**src/rtl/core/sed_pkg.sv**
```systemverilog
// ---------------------------------------------------------------------------
// sed_pkg
// Shared types and codes for the string escape to UTF-8 decoder: the decoded
// work entry that travels from the front end to the back end, and error codes.
// ---------------------------------------------------------------------------
package sed_pkg;

    // Error codes reported on the done result.
    localparam logic [2:0] ERR_NONE   = 3'd0;
    localparam logic [2:0] ERR_OCTAL  = 3'd1;
    localparam logic [2:0] ERR_HEX_X  = 3'd2;
    localparam logic [2:0] ERR_BRACE  = 3'd3;
    localparam logic [2:0] ERR_HEX_U4 = 3'd4;

    // One thing to emit: a raw byte, or a code point to be UTF-8 encoded.
    typedef struct packed {
        logic        raw;
        logic [20:0] val;
    } t_unit;

    // Decoded work for one accepted request: up to two units, plus done info.
    typedef struct packed {
        logic [1:0] cnt;
        t_unit      u0;
        t_unit      u1;
        logic       last;
        logic [2:0] err;
    } t_entry;

endpackage

```
**src/rtl/core/sed_if.sv**
```systemverilog
// ---------------------------------------------------------------------------
// sed_if
// Valid/ready channels of the decoder: raw literal bytes in, UTF-8 bytes out.
// ---------------------------------------------------------------------------
interface sed_in_if;
    logic       valid;
    logic       ready;
    logic [7:0] in_char;
    logic       in_last;

    modport source (output valid, output in_char, output in_last, input ready);
    modport sink   (input valid, input in_char, input in_last, output ready);
endinterface

interface sed_out_if;
    logic       valid;
    logic       ready;
    logic [7:0] out_byte;
    logic       byte_valid;
    logic       done_res;
    logic [2:0] error_code;

    modport source (output valid, output out_byte, output byte_valid,
                    output done_res, output error_code, input ready);
    modport sink   (input valid, input out_byte, input byte_valid,
                    input done_res, input error_code, output ready);
endinterface

```
**src/rtl/core/string_escape_to_utf8_decoder.sv**
```systemverilog
// ---------------------------------------------------------------------------
// string_escape_to_utf8_decoder
// Decodes the raw body of a string literal, escapes included, into UTF-8.
// ---------------------------------------------------------------------------
// The block takes one raw byte per cycle as long as its internal queue of
// QUEUE_DEPTH entries has room, and delivers one output byte per cycle while
// the receiver is ready. A request that decodes into n output bytes (one for
// ordinary text, up to six when an unpaired high surrogate is followed by
// another escape) holds the emitter until all are out; the queue absorbs such
// bursts. The first output byte of a request goes through the queue and then
// the output register. The last byte of a literal carries the done flag and
// the error code; when it yields no data a single result with byte_valid low
// carries them. After the first error no further bytes come until the end of
// the literal.
module string_escape_to_utf8_decoder
    import sed_pkg::*;
#(
    parameter int QUEUE_DEPTH = 4
) (
    input  logic      i_clk,
    input  logic      i_rst_n,
    sed_in_if.sink    i_in_ch,
    sed_out_if.source o_out_ch
);

    logic   w_push;
    logic   w_pop;
    logic   w_full;
    logic   w_empty;
    t_entry w_entry;
    t_entry w_head;

    // Escape parser.
    sed_front u_front (
        .i_clk   (i_clk),
        .i_rst_n (i_rst_n),
        .i_in_ch (i_in_ch),
        .i_full  (w_full),
        .o_push  (w_push),
        .o_entry (w_entry)
    );

    // Work queue.
    sed_queue #(
        .DEPTH (QUEUE_DEPTH)
    ) u_queue (
        .i_clk   (i_clk),
        .i_rst_n (i_rst_n),
        .i_push  (w_push),
        .i_entry (w_entry),
        .i_pop   (w_pop),
        .o_head  (w_head),
        .o_full  (w_full),
        .o_empty (w_empty)
    );

    // UTF-8 byte emitter.
    sed_back u_back (
        .i_clk    (i_clk),
        .i_rst_n  (i_rst_n),
        .i_empty  (w_empty),
        .i_head   (w_head),
        .o_pop    (w_pop),
        .o_out_ch (o_out_ch)
    );

    // An error code shows up only on a done result.
    a_err_only_on_done : assert property (@(posedge i_clk) disable iff (!i_rst_n)
        o_out_ch.valid && !o_out_ch.done_res |-> o_out_ch.error_code == ERR_NONE)
        else $error("error code without done");

    // A result without data is always the done marker.
    a_marker_is_done : assert property (@(posedge i_clk) disable iff (!i_rst_n)
        o_out_ch.valid && !o_out_ch.byte_valid |-> o_out_ch.done_res)
        else $error("empty result that is not done");

    // The emitter never retires an entry from an empty queue.
    a_no_pop_empty : assert property (@(posedge i_clk) disable iff (!i_rst_n)
        w_pop |-> !w_empty)
        else $error("pop from empty queue");

    // The parser never pushes into a full queue.
    a_no_push_full : assert property (@(posedge i_clk) disable iff (!i_rst_n)
        w_full && !w_pop |=> !$past(w_push))
        else $error("push into full queue");

endmodule

```
**src/rtl/core/sed_front.sv**
```systemverilog
// ---------------------------------------------------------------------------
// sed_front
// Escape parser. Takes one raw byte per cycle while the queue has room, tracks
// the escape state and makes each request a queue entry of at most two units.
// ---------------------------------------------------------------------------
module sed_front
    import sed_pkg::*;
(
    input  logic        i_clk,
    input  logic        i_rst_n,
    sed_in_if.sink      i_in_ch,
    input  logic        i_full,
    output logic        o_push,
    output t_entry      o_entry
);

    // Parser modes.
    localparam logic [3:0] M_TEXT     = 4'd0;
    localparam logic [3:0] M_ESC      = 4'd1;
    localparam logic [3:0] M_ZERO     = 4'd2;
    localparam logic [3:0] M_CR       = 4'd3;
    localparam logic [3:0] M_X        = 4'd4;
    localparam logic [3:0] M_U        = 4'd5;
    localparam logic [3:0] M_U4       = 4'd6;
    localparam logic [3:0] M_BRACE    = 4'd7;
    localparam logic [3:0] M_HIGH     = 4'd8;
    localparam logic [3:0] M_HIGH_ESC = 4'd9;
    localparam logic [3:0] M_HIGH_U   = 4'd10;

    // Characters of interest.
    localparam logic [7:0] CH_BSL = 8'h5C;
    localparam logic [7:0] CH_N   = 8'h6E;
    localparam logic [7:0] CH_T   = 8'h74;
    localparam logic [7:0] CH_R   = 8'h72;
    localparam logic [7:0] CH_B   = 8'h62;
    localparam logic [7:0] CH_F   = 8'h66;
    localparam logic [7:0] CH_V   = 8'h76;
    localparam logic [7:0] CH_0   = 8'h30;
    localparam logic [7:0] CH_9   = 8'h39;
    localparam logic [7:0] CH_LF  = 8'h0A;
    localparam logic [7:0] CH_CR  = 8'h0D;
    localparam logic [7:0] CH_X   = 8'h78;
    localparam logic [7:0] CH_U   = 8'h75;
    localparam logic [7:0] CH_LBR = 8'h7B;
    localparam logic [7:0] CH_RBR = 8'h7D;

    localparam logic [7:0] BYTE_NL  = 8'h0A;
    localparam logic [7:0] BYTE_TAB = 8'h09;
    localparam logic [7:0] BYTE_CR  = 8'h0D;
    localparam logic [7:0] BYTE_BS  = 8'h08;
    localparam logic [7:0] BYTE_FF  = 8'h0C;
    localparam logic [7:0] BYTE_VT  = 8'h0B;

    localparam logic [24:0] CP_MAX       = 25'h10FFFF;
    localparam logic [20:0] CP_SURR_BASE = 21'h00D800;
    localparam logic [10:0] CP_PAIR_TOP  = 11'h040;

    // Hex digit decode: bit 4 set when the byte is a hex digit.
    function automatic logic [4:0] hex_digit(input logic [7:0] c);
        logic [4:0] r;
        r = 5'd0;
        if (c >= 8'h30 && c <= 8'h39) begin
            r = {1'b1, c[3:0]};
        end else if ((c >= 8'h61 && c <= 8'h66) || (c >= 8'h41 && c <= 8'h46)) begin
            r = {1'b1, c[3:0] + 4'd9};
        end
        return r;
    endfunction

    logic [3:0]  r_mode, n_mode;
    logic [20:0] r_hv, n_hv;
    logic [2:0]  r_hc, n_hc;
    logic        r_ovf, n_ovf;
    logic [9:0]  r_high, n_high;
    logic [2:0]  r_err, n_err;

    logic [7:0]  c;
    logic        accept;
    logic [4:0]  dig;
    logic        is_dec;
    logic [15:0] nv16;
    logic [24:0] nv25;
    logic [20:0] flush_cp;
    logic [20:0] pair_cp;

    // Outcome of plain-text and escaped handling of the current byte.
    logic        p_emit;
    logic [3:0]  p_mode;
    logic        e_emit;
    logic [7:0]  e_byte;
    logic [3:0]  e_mode;
    logic        e_clr;

    t_unit       u [2];
    logic [1:0]  nu;

    assign c        = i_in_ch.in_char;
    assign accept   = i_in_ch.valid && !i_full;
    assign i_in_ch.ready = !i_full;
    assign dig      = hex_digit(c);
    assign is_dec   = (c >= CH_0) && (c <= CH_9);
    assign nv16     = {r_hv[11:0], dig[3:0]};
    assign nv25     = {r_hv, dig[3:0]};
    assign flush_cp = CP_SURR_BASE | {11'd0, r_high};
    assign pair_cp  = {({1'b0, r_high} + CP_PAIR_TOP), nv16[9:0]};

    // Plain text: a backslash opens an escape, anything else passes through.
    always_comb begin
        p_emit = (c != CH_BSL);
        p_mode = (c == CH_BSL) ? M_ESC : M_TEXT;
    end

    // Character right after a backslash.
    always_comb begin
        e_mode = M_TEXT;
        e_emit = 1'b0;
        e_byte = c;
        e_clr  = 1'b0;
        unique case (c)
            CH_N:  begin e_emit = 1'b1; e_byte = BYTE_NL;  end
            CH_T:  begin e_emit = 1'b1; e_byte = BYTE_TAB; end
            CH_R:  begin e_emit = 1'b1; e_byte = BYTE_CR;  end
            CH_B:  begin e_emit = 1'b1; e_byte = BYTE_BS;  end
            CH_F:  begin e_emit = 1'b1; e_byte = BYTE_FF;  end
            CH_V:  begin e_emit = 1'b1; e_byte = BYTE_VT;  end
            CH_0:  e_mode = M_ZERO;
            CH_LF: e_mode = M_TEXT;
            CH_CR: e_mode = M_CR;
            CH_X:  begin e_mode = M_X; e_clr = 1'b1; end
            CH_U:  e_mode = M_U;
            default: e_emit = 1'b1;
        endcase
    end

    // Next state and emitted units for the current byte, then the end of
    // the literal when this byte is the last one.
    always_comb begin
        n_mode = r_mode;
        n_hv   = r_hv;
        n_hc   = r_hc;
        n_ovf  = r_ovf;
        n_high = r_high;
        n_err  = r_err;
        u[0]   = '0;
        u[1]   = '0;
        nu     = 2'd0;

        if (r_err == ERR_NONE) begin
            unique case (r_mode)
                M_ESC: begin
                    n_mode = e_mode;
                    if (e_emit) begin
                        u[nu[0]] = '{raw: 1'b1, val: {13'd0, e_byte}};
                        nu = nu + 2'd1;
                    end
                    if (e_clr) begin
                        n_hv = '0;
                        n_hc = '0;
                    end
                end
                M_ZERO: begin
                    if (is_dec) begin
                        n_err  = ERR_OCTAL;
                        n_mode = M_TEXT;
                    end else begin
                        u[nu[0]] = '{raw: 1'b1, val: 21'd0};
                        nu = nu + 2'd1;
                        n_mode = p_mode;
                        if (p_emit) begin
                            u[nu[0]] = '{raw: 1'b1, val: {13'd0, c}};
                            nu = nu + 2'd1;
                        end
                    end
                end
                M_CR: begin
                    n_mode = M_TEXT;
                    if (c != CH_LF) begin
                        n_mode = p_mode;
                        if (p_emit) begin
                            u[nu[0]] = '{raw: 1'b1, val: {13'd0, c}};
                            nu = nu + 2'd1;
                        end
                    end
                end
                M_X: begin
                    if (!dig[4]) begin
                        n_err  = ERR_HEX_X;
                        n_mode = M_TEXT;
                    end else begin
                        n_hv = nv25[20:0];
                        n_hc = r_hc + 3'd1;
                        if (r_hc != 3'd0) begin
                            u[nu[0]] = '{raw: 1'b0, val: {13'd0, r_hv[3:0], dig[3:0]}};
                            nu = nu + 2'd1;
                            n_mode = M_TEXT;
                        end
                    end
                end
                M_U: begin
                    if (c == CH_LBR) begin
                        n_mode = M_BRACE;
                        n_hv   = '0;
                        n_hc   = '0;
                        n_ovf  = 1'b0;
                    end else if (!dig[4]) begin
                        n_err  = ERR_HEX_U4;
                        n_mode = M_TEXT;
                    end else begin
                        n_hv   = {17'd0, dig[3:0]};
                        n_hc   = 3'd1;
                        n_mode = M_U4;
                    end
                end
                M_U4: begin
                    if (!dig[4]) begin
                        n_err  = ERR_HEX_U4;
                        n_mode = M_TEXT;
                    end else begin
                        n_hv = {5'd0, nv16};
                        n_hc = r_hc + 3'd1;
                        if (r_hc >= 3'd3) begin
                            if (nv16[15:10] == 6'b110110) begin
                                n_high = nv16[9:0];
                                n_mode = M_HIGH;
                            end else begin
                                u[nu[0]] = '{raw: 1'b0, val: {5'd0, nv16}};
                                nu = nu + 2'd1;
                                n_mode = M_TEXT;
                            end
                        end
                    end
                end
                M_BRACE: begin
                    if (c == CH_RBR) begin
                        if (r_hc == 3'd0 || r_ovf) begin
                            n_err  = ERR_BRACE;
                            n_mode = M_TEXT;
                        end else begin
                            u[nu[0]] = '{raw: 1'b0, val: r_hv};
                            nu = nu + 2'd1;
                            n_mode = M_TEXT;
                        end
                    end else if (!dig[4]) begin
                        n_err  = ERR_BRACE;
                        n_mode = M_TEXT;
                    end else begin
                        n_hc = 3'd1;
                        if (!r_ovf) begin
                            if (nv25 > CP_MAX) begin
                                n_ovf = 1'b1;
                            end else begin
                                n_hv = nv25[20:0];
                            end
                        end
                    end
                end
                M_HIGH: begin
                    if (c == CH_BSL) begin
                        n_mode = M_HIGH_ESC;
                    end else begin
                        u[nu[0]] = '{raw: 1'b0, val: flush_cp};
                        nu = nu + 2'd1;
                        n_mode = p_mode;
                        if (p_emit) begin
                            u[nu[0]] = '{raw: 1'b1, val: {13'd0, c}};
                            nu = nu + 2'd1;
                        end
                    end
                end
                M_HIGH_ESC: begin
                    if (c == CH_U) begin
                        n_mode = M_HIGH_U;
                        n_hv   = '0;
                        n_hc   = '0;
                    end else begin
                        u[nu[0]] = '{raw: 1'b0, val: flush_cp};
                        nu = nu + 2'd1;
                        n_mode = e_mode;
                        if (e_emit) begin
                            u[nu[0]] = '{raw: 1'b1, val: {13'd0, e_byte}};
                            nu = nu + 2'd1;
                        end
                        if (e_clr) begin
                            n_hv = '0;
                            n_hc = '0;
                        end
                    end
                end
                M_HIGH_U: begin
                    if (r_hc == 3'd0 && c == CH_LBR) begin
                        u[nu[0]] = '{raw: 1'b0, val: flush_cp};
                        nu = nu + 2'd1;
                        n_mode = M_BRACE;
                        n_hv   = '0;
                        n_hc   = '0;
                        n_ovf  = 1'b0;
                    end else if (!dig[4]) begin
                        u[nu[0]] = '{raw: 1'b0, val: flush_cp};
                        nu = nu + 2'd1;
                        n_err  = ERR_HEX_U4;
                        n_mode = M_TEXT;
                    end else begin
                        n_hv = {5'd0, nv16};
                        n_hc = r_hc + 3'd1;
                        if (r_hc >= 3'd3) begin
                            if (nv16[15:10] == 6'b110111) begin
                                // High and low halves merge into one code point.
                                u[nu[0]] = '{raw: 1'b0, val: pair_cp};
                                nu = nu + 2'd1;
                                n_mode = M_TEXT;
                            end else begin
                                u[nu[0]] = '{raw: 1'b0, val: flush_cp};
                                nu = nu + 2'd1;
                                if (nv16[15:10] == 6'b110110) begin
                                    n_high = nv16[9:0];
                                    n_mode = M_HIGH;
                                end else begin
                                    u[nu[0]] = '{raw: 1'b0, val: {5'd0, nv16}};
                                    nu = nu + 2'd1;
                                    n_mode = M_TEXT;
                                end
                            end
                        end
                    end
                end
                default: begin
                    // Plain text, and any unused mode code, behave the same.
                    n_mode = p_mode;
                    if (p_emit) begin
                        u[nu[0]] = '{raw: 1'b1, val: {13'd0, c}};
                        nu = nu + 2'd1;
                    end
                end
            endcase
        end

        // Close whatever escape is still open at the end of the literal.
        if (i_in_ch.in_last && n_err == ERR_NONE) begin
            unique case (n_mode)
                M_ZERO: begin
                    u[nu[0]] = '{raw: 1'b1, val: 21'd0};
                    nu = nu + 2'd1;
                end
                M_X:      n_err = ERR_HEX_X;
                M_U:      n_err = ERR_HEX_U4;
                M_U4:     n_err = ERR_HEX_U4;
                M_BRACE:  n_err = ERR_BRACE;
                M_HIGH, M_HIGH_ESC: begin
                    u[nu[0]] = '{raw: 1'b0, val: CP_SURR_BASE | {11'd0, n_high}};
                    nu = nu + 2'd1;
                end
                M_HIGH_U: begin
                    u[nu[0]] = '{raw: 1'b0, val: CP_SURR_BASE | {11'd0, n_high}};
                    nu = nu + 2'd1;
                    n_err = ERR_HEX_U4;
                end
                default: n_mode = n_mode;
            endcase
        end
    end

    // Queue entry for this request; requests that give nothing are dropped unless last.
    always_comb begin
        o_entry.cnt  = nu;
        o_entry.u0   = u[0];
        o_entry.u1   = u[1];
        o_entry.last = i_in_ch.in_last;
        o_entry.err  = n_err;
        o_push       = accept && (nu != 2'd0 || i_in_ch.in_last);
    end

    // Parser state; the end of a literal returns everything to reset.
    always_ff @(posedge i_clk) begin
        if (!i_rst_n) begin
            r_mode <= M_TEXT;
            r_hv   <= '0;
            r_hc   <= '0;
            r_ovf  <= 1'b0;
            r_high <= '0;
            r_err  <= ERR_NONE;
        end else if (accept) begin
            if (i_in_ch.in_last) begin
                r_mode <= M_TEXT;
                r_hv   <= '0;
                r_hc   <= '0;
                r_ovf  <= 1'b0;
                r_high <= '0;
                r_err  <= ERR_NONE;
            end else begin
                r_mode <= n_mode;
                r_hv   <= n_hv;
                r_hc   <= n_hc;
                r_ovf  <= n_ovf;
                r_high <= n_high;
                r_err  <= n_err;
            end
        end
    end

endmodule

```
**src/rtl/core/sed_queue.sv**
```systemverilog
// ---------------------------------------------------------------------------
// sed_queue
// Small first-in first-out buffer of work entries between the parser and
// the byte emitter.
// ---------------------------------------------------------------------------
module sed_queue
    import sed_pkg::*;
#(
    parameter int DEPTH = 4
) (
    input  logic   i_clk,
    input  logic   i_rst_n,
    input  logic   i_push,
    input  t_entry i_entry,
    input  logic   i_pop,
    output t_entry o_head,
    output logic   o_full,
    output logic   o_empty
);

    localparam int AW = (DEPTH > 1) ? $clog2(DEPTH) : 1;
    localparam int CW = $clog2(DEPTH + 1);

    t_entry        r_mem [DEPTH];
    logic [AW-1:0] r_wr, r_rd;
    logic [CW-1:0] r_cnt;

    assign o_full  = (r_cnt == CW'(DEPTH));
    assign o_empty = (r_cnt == '0);
    assign o_head  = r_mem[r_rd];

    // Entry storage.
    always_ff @(posedge i_clk) begin
        if (i_push) begin
            r_mem[r_wr] <= i_entry;
        end
    end

    // Pointers and fill count.
    always_ff @(posedge i_clk) begin
        if (!i_rst_n) begin
            r_wr  <= '0;
            r_rd  <= '0;
            r_cnt <= '0;
        end else begin
            if (i_push) begin
                r_wr <= (r_wr == AW'(DEPTH - 1)) ? '0 : r_wr + AW'(1);
            end
            if (i_pop) begin
                r_rd <= (r_rd == AW'(DEPTH - 1)) ? '0 : r_rd + AW'(1);
            end
            if (i_push && !i_pop) begin
                r_cnt <= r_cnt + CW'(1);
            end else if (i_pop && !i_push) begin
                r_cnt <= r_cnt - CW'(1);
            end
        end
    end

endmodule

```
**src/rtl/core/sed_back.sv**
```systemverilog
// ---------------------------------------------------------------------------
// sed_back
// Byte emitter. Walks the queue head one output byte per cycle while the
// receiver is ready; encodes UTF-8 and drives the registered output channel.
// ---------------------------------------------------------------------------
module sed_back
    import sed_pkg::*;
(
    input  logic        i_clk,
    input  logic        i_rst_n,
    input  logic        i_empty,
    input  t_entry      i_head,
    output logic        o_pop,
    sed_out_if.source   o_out_ch
);

    // Number of output bytes for one unit.
    function automatic logic [2:0] unit_len(input t_unit u);
        logic [2:0] n;
        if (u.raw || u.val <= 21'h00007F) begin
            n = 3'd1;
        end else if (u.val <= 21'h0007FF) begin
            n = 3'd2;
        end else if (u.val <= 21'h00FFFF) begin
            n = 3'd3;
        end else begin
            n = 3'd4;
        end
        return n;
    endfunction

    // Byte j of a unit's encoding.
    function automatic logic [7:0] unit_byte(input t_unit u, input logic [1:0] j);
        logic [2:0] n;
        logic [7:0] b;
        n = unit_len(u);
        b = u.val[7:0];
        unique case (n)
            3'd2: b = (j == 2'd0) ? {3'b110, u.val[10:6]} : {2'b10, u.val[5:0]};
            3'd3: begin
                unique case (j)
                    2'd0:    b = {4'b1110, u.val[15:12]};
                    2'd1:    b = {2'b10, u.val[11:6]};
                    default: b = {2'b10, u.val[5:0]};
                endcase
            end
            3'd4: begin
                unique case (j)
                    2'd0: b = {5'b11110, u.val[20:18]};
                    2'd1: b = {2'b10, u.val[17:12]};
                    2'd2: b = {2'b10, u.val[11:6]};
                    default: b = {2'b10, u.val[5:0]};
                endcase
            end
            default: b = u.val[7:0];
        endcase
        return b;
    endfunction

    logic [2:0] r_pos;
    logic       r_valid;
    logic [7:0] r_byte;
    logic       r_bv;
    logic       r_done;
    logic [2:0] r_err;

    logic [2:0] n0, n1;
    logic [3:0] total;
    logic       final_byte;
    logic       load;
    logic [2:0] pos_in_u1;
    logic [7:0] sel_byte;

    // Byte count of the head entry and the byte at the current position.
    always_comb begin
        n0         = (i_head.cnt != 2'd0) ? unit_len(i_head.u0) : 3'd0;
        n1         = (i_head.cnt == 2'd2) ? unit_len(i_head.u1) : 3'd0;
        total      = {1'b0, n0} + {1'b0, n1};
        pos_in_u1  = r_pos - n0;
        final_byte = (total == 4'd0) || (({1'b0, r_pos} + 4'd1) == total);
        if (r_pos < n0) begin
            sel_byte = unit_byte(i_head.u0, r_pos[1:0]);
        end else begin
            sel_byte = unit_byte(i_head.u1, pos_in_u1[1:0]);
        end
    end

    assign load  = !i_empty && (!r_valid || o_out_ch.ready);
    assign o_pop = load && final_byte;

    // Walk position inside the head entry.
    always_ff @(posedge i_clk) begin
        if (!i_rst_n) begin
            r_pos <= '0;
        end else if (load) begin
            r_pos <= final_byte ? 3'd0 : r_pos + 3'd1;
        end
    end

    // Output register.
    always_ff @(posedge i_clk) begin
        if (!i_rst_n) begin
            r_valid <= 1'b0;
        end else if (load) begin
            r_valid <= 1'b1;
        end else if (o_out_ch.ready) begin
            r_valid <= 1'b0;
        end
    end

    always_ff @(posedge i_clk) begin
        if (load) begin
            r_byte <= (total == 4'd0) ? 8'd0 : sel_byte;
            r_bv   <= (total != 4'd0);
            r_done <= final_byte && i_head.last;
            r_err  <= (final_byte && i_head.last) ? i_head.err : ERR_NONE;
        end
    end

    assign o_out_ch.valid      = r_valid;
    assign o_out_ch.out_byte   = r_byte;
    assign o_out_ch.byte_valid = r_bv;
    assign o_out_ch.done_res   = r_done;
    assign o_out_ch.error_code = r_err;

endmodule

```
**src/flat_wrapper.sv**
```systemverilog
// flat-port wrapper written by rule: the top's interface ports become plain ports
module string_escape_to_utf8_decoder_flat import sed_pkg::*;
#(
    parameter int QUEUE_DEPTH = 4
)
  (i_clk, i_rst_n, i_in_ch_valid, i_in_ch_in_char, i_in_ch_in_last, i_in_ch_ready, o_out_ch_valid, o_out_ch_out_byte, o_out_ch_byte_valid, o_out_ch_done_res, o_out_ch_error_code, o_out_ch_ready);
  sed_in_if i_in_ch_i ();
  sed_out_if o_out_ch_i ();
  input  logic i_clk;
  input  logic i_rst_n;
  input wire logic [$bits(i_in_ch_i.valid)-1:0] i_in_ch_valid;
  input wire logic [$bits(i_in_ch_i.in_char)-1:0] i_in_ch_in_char;
  input wire logic [$bits(i_in_ch_i.in_last)-1:0] i_in_ch_in_last;
  output wire logic [$bits(i_in_ch_i.ready)-1:0] i_in_ch_ready;
  output wire logic [$bits(o_out_ch_i.valid)-1:0] o_out_ch_valid;
  output wire logic [$bits(o_out_ch_i.out_byte)-1:0] o_out_ch_out_byte;
  output wire logic [$bits(o_out_ch_i.byte_valid)-1:0] o_out_ch_byte_valid;
  output wire logic [$bits(o_out_ch_i.done_res)-1:0] o_out_ch_done_res;
  output wire logic [$bits(o_out_ch_i.error_code)-1:0] o_out_ch_error_code;
  input wire logic [$bits(o_out_ch_i.ready)-1:0] o_out_ch_ready;
  assign i_in_ch_i.valid = i_in_ch_valid;
  assign i_in_ch_i.in_char = i_in_ch_in_char;
  assign i_in_ch_i.in_last = i_in_ch_in_last;
  assign i_in_ch_ready = i_in_ch_i.ready;
  assign o_out_ch_valid = o_out_ch_i.valid;
  assign o_out_ch_out_byte = o_out_ch_i.out_byte;
  assign o_out_ch_byte_valid = o_out_ch_i.byte_valid;
  assign o_out_ch_done_res = o_out_ch_i.done_res;
  assign o_out_ch_error_code = o_out_ch_i.error_code;
  assign o_out_ch_i.ready = o_out_ch_ready;
  string_escape_to_utf8_decoder #(.QUEUE_DEPTH(QUEUE_DEPTH)) u_core (.i_clk(i_clk), .i_rst_n(i_rst_n), .i_in_ch(i_in_ch_i), .o_out_ch(o_out_ch_i));
endmodule
```
**config.mk**
```make
export PLATFORM = sky130hd
export DESIGN_NAME = string_escape_to_utf8_decoder_flat
export DESIGN_NICKNAME = d
export VERILOG_FILES = /design/src/rtl/core/sed_pkg.sv /design/src/rtl/core/sed_if.sv /design/src/rtl/core/string_escape_to_utf8_decoder.sv /design/src/rtl/core/sed_front.sv /design/src/rtl/core/sed_queue.sv /design/src/rtl/core/sed_back.sv /design/src/flat_wrapper.sv
export SDC_FILE = /design/constraint.sdc
export NUM_CORES = 1
export LEC_CHECK = 0
export BUFFER_PORTS_ARGS = -buffer_cell sky130_fd_sc_hd__buf_2
export CORE_AREA = 10 10 168 170
export DETAILED_ROUTE_END_ITERATION = 10
export DIE_AREA = 0 0 178 180
export PLACE_DENSITY = 0.74
export SETUP_SLACK_MARGIN = 0.4
export SLEW_MARGIN = 20
export SYNTH_ARGS = -nofsm -noshare
export SYNTH_HDL_FRONTEND = slang
export SYNTH_SLANG_ARGS = --single-unit
```
**constraint.sdc**
```tcl
create_clock -name i_clk -period 12.3 [get_ports i_clk]
set_input_delay 0 -clock i_clk [delete_from_list [all_inputs] [get_ports i_clk]]
set_output_delay 0 -clock i_clk [all_outputs]
set_load 0.05 [all_outputs]
```
==> results.sh <==
export IMPL_cts_root_buf="clkbuf_16"
export IMPL_max_freq_ghz=0.165
export IMPL_fp_dieW_um=178
export IMPL_holdCritPathClass="primary input to flip-flop"
export IMPL_die_area_um2=32000
export IMPL_syn_avg_cell_area_um2=11.5
export IMPL_post_route_period_util=0.494
export IMPL_final_hold_viol_count=0
export IMPL_maxSlewHeadroom=0.268
export IMPL_powerDensity_nw_per_um2=173
export IMPL_setup_viol=0
export IMPL_ant_nets=0
export IMPL_cts_made_buffers=26
export IMPL_clk_pin_slew_ns=0.06
export IMPL_synth_cells=1179
export IMPL_antenna_found_initial=0
export IMPL_fill_cells=2072
export IMPL_post_cts_setup_buffer_count=0
export IMPL_n_antenna_cell=0
export IMPL_yosys_warnings=0
export IMPL_cts_sinks=248
export IMPL_insertion_delay_ns=0.53
export IMPL_num_vias=10422
export IMPL_fin_crit_ns=6.08
export IMPL_place_gp_congestion=0.949
export IMPL_worstMarginPinSlew_ns=1.09
export IMPL_dr_pass1_iters=6
export IMPL_htreeDepth=1
export IMPL_cp_max_fo=45
export IMPL_crit_arrival_ns=6.53
export IMPL_synth_area_leaders="edfxtp_1 43%, dfxtp_1 8.2%, mux4_2 7.5%, a21oi_1 2.6%, ha_1 2.4%"
export IMPL_layout_setup_ws_ns=6.22
export IMPL_grt_pass1_wl_um=59100
export IMPL_grt_max_degree=53
export IMPL_fin_hold_ws_ns=0.124
export IMPL_grt_use_total=0.234
export IMPL_io_pins=28
export IMPL_io_buffers=27
export IMPL_syn_to_final_growth_pct=8.36
export IMPL_postPlaceCellArea_um2=13800
export IMPL_nets=1218
export IMPL_via_per_inst=6.83
export IMPL_final_core_util=0.588
export IMPL_seqCellArea_um2=6900
export IMPL_ir_drop_v=0.000138
export IMPL_cap_violations=0
export IMPL_start_kind="flip-flop"
export IMPL_clockBufferDepth=3
export IMPL_syn_num_nets=1220
export IMPL_drtIter0Drc=1461
export IMPL_rsz0062_at_grt="false"
export IMPL_synth_ff_type="edfxtp_1"
export IMPL_synth_edf_count=193
export IMPL_multi_input_area_um2=6130
export IMPL_ys_seq_elements=248
export IMPL_die_h_um=180
export IMPL_endpoint_kind="flip-flop"
export IMPL_first_global_vias=9912
export IMPL_pre_cts_ws_ns=6.19
export IMPL_grt_overflow=0
export IMPL_synth_distinct_cells=91
export IMPL_ys_async_sr_fraction=0
export IMPL_synth_top_cells_by_count="193 x edfxtp_1, 86 x nand2_1, 79 x nor2_1"
export IMPL_critPathRequiredTime_ns=12.75
export IMPL_num_rows=58
export IMPL_final_setup_skew_ns=0.0106
export IMPL_wl_per_cell_um=25.0
export IMPL_yosys_area_top_type="edfxtp_1"
export IMPL_slew_viol_final=0
export IMPL_crit_type="flip-flop to flip-flop"
export IMPL_p_leak_nw=4.80
export IMPL_synth_top_area_share=0.429
export IMPL_status="complete, no violations"
export IMPL_drc=0
export IMPL_final_cell_area_um2=14600
export IMPL_syn_area_um2=13500
export IMPL_seq_area_frac_synth=0.511
export IMPL_initial_utilization=0.543
export IMPL_core_um2=24900
export IMPL_drive_gt1_frac=0.140
export IMPL_wirelength_um=38100
export IMPL_synth_most_common_cell="edfxtp_1"
export IMPL_cts_tree="yes"
export IMPL_hpwl_um=26700
export IMPL_setup_tns_ns=0
stage by stage:
stage | power [mW] | std cells
final | 2.53 | 1526
after global routing | 2.64 | 1526
after CTS | 2.54 | 1526
after detailed placement | 1.82 | 1477
after global placement | 1.80 | 1477
after floorplan | 1.62 | 1179
sequential cells by signal, indices dropped and copies added, names as in the netlist, 3 cells and up, named ones only:
signal                             flops
u_core.u_back.o_out_ch.out_byte        8
u_core.u_back.o_out_ch.error_code      3
u_core.u_front.r_hc                    3
u_core.u_queue.r_mem                 180
u_core.u_front.r_high                 10
u_core.u_back.r_pos                    3
u_core.u_front.r_hv                   21
u_core.u_front.r_err                   3
u_core.u_queue.r_cnt                   3
u_core.u_front.r_mode                  4
where the power goes:
group | switching [mW] | total, mW | internal (mW) | leakage [nW]
combinational | 0.465 | 0.725 | 0.261 | 2.14
sequential | 0.0638 | 1.08 | 1.01 | 2.27
clock | 0.315 | 0.724 | 0.409 | 0.394
total | 0.844 | 2.53 | 1.68 | 4.80
path summary, 6_finish.rpt:
check                               startpoint                           end  slack (ns)  cells past startpoint
setup reg to reg                     flip-flop       u_core.u_queue.r_cnt[2]        6.22                     20
hold reg to reg   u_core.u_back.o_out_ch.valid  u_core.u_back.o_out_ch.valid        0.50                      2
setup / recovery                     flip-flop       u_core.u_queue.r_cnt[2]        6.22                     20
hold / removal                         i_rst_n        u_core.u_queue.r_wr[0]        0.12                      3
metal layers:
layer  routed length, um  vias up  global-route usage
met3                3010      125              0.0363
met1               15700     5113               0.323
met4                1750        0              0.0957
met2               17600      566               0.360
li1                    -     4618                   -
met5                   0        -                   0
critical path, cell delays in order (launching register included):
cell and delay, ns:
dfxtp_4 0.91, mux4_2 0.61, or4_4 0.59, nor4_4 0.31, a21oi_1 0.21, a21oi_1 0.30, ha_1 0.21, inv_1 0.05
fa_1 0.38, xor2_1 0.19, and4b_1 0.28, inv_1 0.13, o41ai_1 0.13, buf_4 0.18, nand2_1 0.19, ha_1 0.23
inv_1 0.06, fa_1 0.37, xor2_1 0.17, or3_1 0.30, a21boi_0 0.17
cell families after synthesis:
logic type | Yosys count | share of synthesized area
AOI/OAI and AO/OA | 347 | 0.182
muxes | 62 | 0.0877
DFF | 248 | 0.511
and+or+nand+nor | 364 | 0.144
other | 1 | 0.000278
xor gates and xnor gates | 19 | 0.0123
buffers and inverters | 110 | 0.0365
adders and majority gates | 28 | 0.0270
layout by cell type, fill, tap and decap left out, types with 10 or more instances in the layout:
master	count
a221o_1	10
a31oi_1	13
o21ai_0	62
inv_1	34
a22oi_1	41
a211oi_1	14
xnor2_1	10
and2_1	21
buf_2	27
edfxtp_1	193
clkbuf_16	27
mux4_2	45
o22ai_1	15
mux2i_1	16
nor3_1	25
o21ai_1	10
nor2b_1	39
nand3_1	21
ha_1	26
dfxtp_1	53
nand2_1	86
a21oi_1	68
buf_4	16
nor4_1	12
nor2_1	79
or3_1	12
layout make-up:
cell class	instances	share of cell area
Clock buffer	36	0.0490
Clock inverter	11	0.00436
Inverter	35	0.00898
Multi-Input combinational cell	821	0.419
Sequential cell	248	0.472
Tap cell	330	0.0282
Timing Repair Buffer	45	0.0188
timing repair:
action	4_1_cts	5_1_grt
hold endpoints to repair	5	0
gates resized for setup	0	0
hold buffers	2	0
Power figures use the tool's default switching activity.
